[config.mk]
export PLATFORM = sky130hd
export DESIGN_NAME = vnt_hash
export DESIGN_NICKNAME = d
export VERILOG_FILES = /design/src/rtl/vnt_pkg.sv /design/src/rtl/vnt_hash.sv
export SDC_FILE = /design/constraint.sdc
export NUM_CORES = 2
export LEC_CHECK = 0
export BUFFER_PORTS_ARGS = -buffer_cell sky130_fd_sc_hd__clkbuf_2
export CAP_MARGIN = 0
export CORE_ASPECT_RATIO = 1.1
export CORE_MARGIN = 2
export CORE_UTILIZATION = 60
export CTS_CLUSTER_SIZE = 30
export DETAILED_ROUTE_END_ITERATION = 12
export PLACE_DENSITY = 0.88
export SYNTH_ARGS = -nofsm -noshare
export SYNTH_HDL_FRONTEND = slang
export SYNTH_SLANG_ARGS = --single-unit
[constraint.sdc]
create_clock -name aclk -period 21.6 [get_ports aclk]
set_clock_uncertainty 0.1 [all_clocks]
set_input_delay 4.32 -clock aclk [delete_from_list [all_inputs] [get_ports aclk]]
set_output_delay 4.32 -clock aclk [all_outputs]
set_load 0.1 [all_outputs]
[src/rtl/vnt_pkg.sv]
// Package for the value noise texture pixel unit: octave constants, widths,
// register codes and the fixed-point linear blend. No dependencies.
`default_nettype none
package vnt_pkg;

    localparam int OCTAVES_DEF    = 4;
    localparam int COORD_BITS_DEF = 10;
    localparam int OCT_MAX        = 4;

    // Output stream: intensity in tdata, clamp flag in tuser.
    localparam int INTENSITY_W = 17;
    localparam int M_DATA_W    = ((INTENSITY_W + 7) / 8) * 8;

    // Configuration port.
    localparam int PADDR_W = 3;
    localparam logic REG_NOISE_SEED = 1'b0;

    localparam int LAT_W   = 32;  // lattice value, signed Q30
    localparam int SMOOTH_W = 36; // smoothed corner, signed Q34
    localparam int SUM_W   = 42;  // octave sum plus offset, signed Q37

    localparam logic [31:0] HASH_ADD_C = 32'd1376312589;

    function automatic logic [16:0] freq_q16(input int oct);
        logic [16:0] f;
        case (oct)
            0: f = 17'd13107;
            1: f = 17'd26214;
            2: f = 17'd52428;
            3: f = 17'd104856;
            default: f = 17'd13107;
        endcase
        return f;
    endfunction

    function automatic logic [31:0] hash_mul(input int oct);
        logic [31:0] m;
        case (oct)
            0: m = 32'd15731;
            1: m = 32'd16661;
            2: m = 32'd16333;
            3: m = 32'd15541;
            default: m = 32'd15731;
        endcase
        return m;
    endfunction

    function automatic logic [31:0] hash_add(input int oct);
        logic [31:0] a;
        case (oct)
            0: a = 32'd789221;
            1: a = 32'd789389;
            2: a = 32'd790057;
            3: a = 32'd788897;
            default: a = 32'd789221;
        endcase
        return a;
    endfunction

    // a*(1-t) + b*t with t in Q0.16, rounded half up, floor division.
    function automatic logic signed [SMOOTH_W-1:0] blend(
        input logic signed [SMOOTH_W-1:0] a,
        input logic signed [SMOOTH_W-1:0] b,
        input logic [15:0] t
    );
        logic [16:0] w;
        logic signed [SMOOTH_W+18:0] v;
        w = 17'd65536 - {1'b0, t};
        v = a * $signed({1'b0, w}) + b * $signed({2'b00, t});
        v = v + $signed((SMOOTH_W+19)'(32768));
        return SMOOTH_W'(v >>> 16);
    endfunction

endpackage
`default_nettype wire

[src/rtl/vnt_hash.sv]
// Four-stage pipelined integer lattice hash giving a signed Q30 lattice value.
// Depends on vnt_pkg.
`default_nettype none
module vnt_hash (
    input  wire logic                 aclk,
    input  wire logic                 en,
    input  wire logic [31:0]          x,
    input  wire logic [31:0]          y,
    input  wire logic [31:0]          seed,
    input  wire logic [31:0]          mul_a,
    input  wire logic [31:0]          add_b,
    output logic signed [vnt_pkg::LAT_W-1:0] n
);
    import vnt_pkg::*;

    logic [31:0] h0;
    logic [31:0] h_reg, h1_reg, h2_reg, hh_reg, inner_reg;
    logic [31:0] r;
    logic signed [LAT_W-1:0] n_reg;

    assign h0 = x + y * 32'd57;
    assign r  = h2_reg * inner_reg + HASH_ADD_C;

    always_ff @(posedge aclk) begin
        if (en) begin
            h_reg     <= (h0 << 13) ^ h0;
            hh_reg    <= h_reg * h_reg;
            h1_reg    <= h_reg;
            inner_reg <= hh_reg * mul_a + add_b + seed;
            h2_reg    <= h1_reg;
            n_reg     <= $signed(32'h4000_0000) - $signed({1'b0, r[30:0]});
        end
    end

    assign n = n_reg;
endmodule
`default_nettype wire

; ---- Word level (Yosys, flattened, before mapping)
; Cells that the tools add are included.
[totals]
reg_bits = 192
input_bits = 162
output_inout_bits = 32
wordCells = 16
[classes]
add_sub_neg = 5
multipliers = 4
n_bitwise = 1
[ops]
columns = op, n
row1 = adder 32 bit, 3
row2 = multiplier 32 x 32 -> 32 bit, 2
row3 = multiplier 32 x 32 -> 31 bit, 1
row4 = "multiplier 32 x 6 -> 32 bit, second input constant", 1
row5 = "subtractor 31 x 31 -> 32 bit, first input constant", 1
row6 = XOR 32 bit, 1
row7 = "adder 31 bit, second input constant", 1

; ---- Depth between registers and ports, before layout
[logic_depth]
ltp_word = 3
mapped_depth = 30

; ---- Least setup slack after synthesis
; OpenSTA, ideal clock, no wires.
[synth_timing]
path_type = input -> register
start = input mul_a[0]
end = register inner_reg[30] (data pin)
setup_ps = 260
arrival_ps = 11170
required_ps = 21240
setup_slack_ps = 10070
path_stages = 25
path_cell_list = clkbuf_1 clkbuf_1 nand2_1 fa_1 fa_1 inv_1 fa_1 fa_1 fa_1 fa_1 inv_1 fa_1 fa_1 inv_1 ha_1 a21o_1 a21o_1 a21o_1 a21o_1 a21o_1 a21o_1 a221o_1 a31o_2 a21oi_1 xnor2_1
[synth_between]
elab_chain_cells = 3
[synth_lines]
columns = item, line_no
row1 = from (decl), vnt_hash.sv:10  ; input wire logic [31:0] mul_a,
row2 = multiplier 32 x 32 -> 32 bit, vnt_hash.sv:29  ; inner_reg <= hh_reg * mul_a + add_b + seed;
row3 = adder 32 bit (2 in a row), vnt_hash.sv:29
row4 = to (signal assigned), vnt_hash.sv:29
row5 = to (decl), vnt_hash.sv:17  ; logic [31:0] h_reg, h1_reg, h2_reg, hh_reg, inner_reg;
; Every way passes these cells.
; A chain may end at the register's enable or synchronous reset.

; ---- Worst setup path in the final report
; Ends and elaborated chain as after synthesis.

==> metrics.md <==
| Metric | Value |
|---|---|
| Status | complete, no violations |
| Total grt overflow | 0 |
| Worst skew pair latency | 0.51 ns |
| Setup violators final | 0 |
| Routed vias | 38800 |
| Crit. path cell count | 24 |
| Worst setup path class | in -> reg |
| Crit-path max cell delay | 0.65 ns |
| Worst EP required | 21.72 ns |
| CP most frequent cell | fa_1 |
| CORE AREA | 89500 µm² |
| Seq cells post-synth | 185 |
| R2r worst-path depth | 25 |
| CTS sink cnt | 185 |
| Initial antenna violation count | 3 |
| Leading register cell type out of synthesis | edfxtp_1 |
| Via-to-Cell Ratio | 5.60 |
| DRT Pass-1 Iters | 6 |
| Post-CTS Setup Bufs | 0 |
| Post-synth ARST share | 0% |
| Relative max-transition margin | 6.42% |
| Max-cap viol count | 0 |
| Final Hold Viols | 0 |
| Finished Cell Area | 56800 µm² |
| Post-DP HPWL | 107000 µm |
| # DRC | 0 |
| Final min period | 11.66 ns |
| Die width | 291 µm |
| Final Slew Violations | 0 |
| Final wirelength | 134000 µm |
| EDFF count, synth | 185 |
| Hold depth | 0 |
| Fraction of layout cells with a size suffix above 1 | 4.95% |
| Layout area overhead | 4.70% |
| Clock buffer count from CTS | 17 |
| Slowest-stage cell, CP | clkbuf_2 |
| Critical Path Start Type | primary input |
| Mean cell area of the mapped netlist | 9.52 µm² |
| Buf+Inv Stages, Crit Path | 4 |
| Initial DRC count | 2979 |
| Max Fclk | 0.0857 GHz |
| Bufs on Longest Clock Path | 2 |
| Htree depth | 4 |
| Die Ht | 319 µm |
| Unrepaired setup endpoints after global routing | false |
| Sequential fraction of the synthesis area | 10.2% |
| Post-Syn Area | 54300 µm² |
| Slew of the pin with the lowest slew margin | 1.40 ns |
| Largest net degree at the start of global routing | 96 |
| Cell Chain, Critical Path | clkbuf_2, nand2_1, fa_1, fa_1, inv_1, fa_1, fa_1, fa_1, fa_1, inv_1, fa_1, fa_1, inv_1, ha_1, a21o_1, a21o_1, a21o_1, a21o_1, a21o_1, a21o_1, a221o_1, a31o_2, a21oi_1, xnor2_1 |
| PostCTS Resize Cnt | 0 |
| Critical Path Fanout Max | 30 |
| Worst Hold Class | reg -> reg |
| Clock tree from TritonCTS | done |
| Routed Antenna Nets | 0 |
| Synth cell types | 87 |
| Number of placed I/O pins | 194 |
| Wire per inst | 19.3 µm |
| All-layer global routing usage | 30.4% |
| Number of port buffers | 188 |
| Nets | 7584 |
| Die area | 92900 µm² |
| # diodes | 0 |
| Clk slew on worst S/H paths | 0.09 ns |
| CP endpoint kind | flip-flop |
| Initial core utilization | 60.6% |
| Ys Warns | 0 |
| Hold-fix buffer count after cts | 0 |
| Placement Cell Area | 56200 µm² |
| Final period util | 54.0% |
| Vias in the first global route | 43800 |
| RD Place Congestion | 0.941 |
| First-pass GRT wire length | 220000 µm |
| R2r setup slk | 12.86 ns |
| Cell family with most CP delay | adder cells |
| FP Rows | 115 |
| Root Buffer | clkbuf_16 |
| Sum Neg Setup Slack | 0 ns |
| Max reg flops | 32 |
| Mapped Cells | 5700 |
| Arrival @ worst endpoint | 11.79 ns |
-- metal layers --
| layer | global-route usage, % | up-vias | part of all wire (%) | routed length [µm] |
|---|---|---|---|---|
| met5 | 0 | - | 0.012 | 16 |
| met4 | 16.4 | 2 | 6.2 | 8240 |
| met3 | 6.59 | 606 | 9.4 | 12600 |
| met2 | 52.7 | 2013 | 50 | 66900 |
| met1 | 35.4 | 19500 | 34 | 46100 |
| li1 | - | 16700 | - | - |
-- cell families after synthesis --
group           Yosys count  share of synthesized area [%]
mux                       2                         0.0369
buf+inv                1773                           12.3
other cells               2                         0.0138
simple gates           1457                           13.0
xor+xnor                298                           4.86
fa+ha+maj              1680                           55.7
flops                   185                           10.2
compound gates          303                           3.92
-- placed cells by master, fill, tap and decap left out, types with 58 or more instances in the layout --
cell	instances
inv_1	1569
fa_1	1226
nand2_1	770
and2_1	485
ha_1	454
xnor2_1	238
clkbuf_2	187
edfxtp_1	185
nor2_1	83
a21oi_1	80
xor2_1	58
-- final timing paths --
check,start,to
setup reg to reg,h2_reg[5],n[31]
setup / recovery,mul_a[0],inner_reg[30]
hold reg to reg,h1_reg[5],h2_reg[5]
hold / removal,h1_reg[5],h2_reg[5]
-- layout make-up --
type                    count  area [µm²]
clock buffers              17         425
repair buffers            220        1190
multi-input cells        3749       42100
clock inverters            15         218
inverters                1569        5890
fillers                  6769       32700
well taps                1170        1460
flip-flops and latches    185        5560
-- Yosys cell counts (all sizes together) (3+ instances only) --
master   count  area (µm²)
inv       1569        5890
fa        1226       24500
nand2      770        2890
and2       486        3040
ha         454        5680
xnor2      238        2080
clkbuf     201         754
edfxtp     185        5560
nor2        83         312
a21oi       81         417
xor2        58         508
o21ai       52         272
a21o        51         383
nand3       22         110
nor3        22         121
o21a        17         128
o21bai      17         128
nor2b       13        88.8
a211oi      10        97.6
nor4         9        83.8
o31ai        9        77.6
and3         8        50.1
o211ai       8        65.1
or3          8        55.1
a211o        7        61.3
nand4        7        50.1
nor3b        7        52.6
a31oi        6        43.8
nand2b       6        37.5
a21boi       5        41.3
a31o         5        43.8
a2111oi      4        73.8
or2          4        25.0
a221o        3        30.0
a41oi        3        26.3
buf          3        20.0
nand3b       3        22.5
nor4b        3        32.5
o22ai        3        18.8
o41ai        3        33.8
-- stage by stage --
| step | util, % | instances | hold slack (ns) | worst slack (ns) |
|---|---|---|---|---|
| finish | 63.5 | 6925 | 0.317 | 9.94 |
| global route | 63.5 | 6925 | 0.326 | 9.71 |
| CTS | 63.5 | 6925 | 0.318 | 10.01 |
| detailed placement | 62.8 | 6893 | 0.305 | 9.50 |
| global placement | 62.8 | 6893 | 0.302 | 9.60 |
| floorplan | - | 5707 | 0.300 | 10.07 |
Power is left out: the tool's default activity adds up to more than one toggle a clock period on the data nets, which glitch-free logic cannot reach.
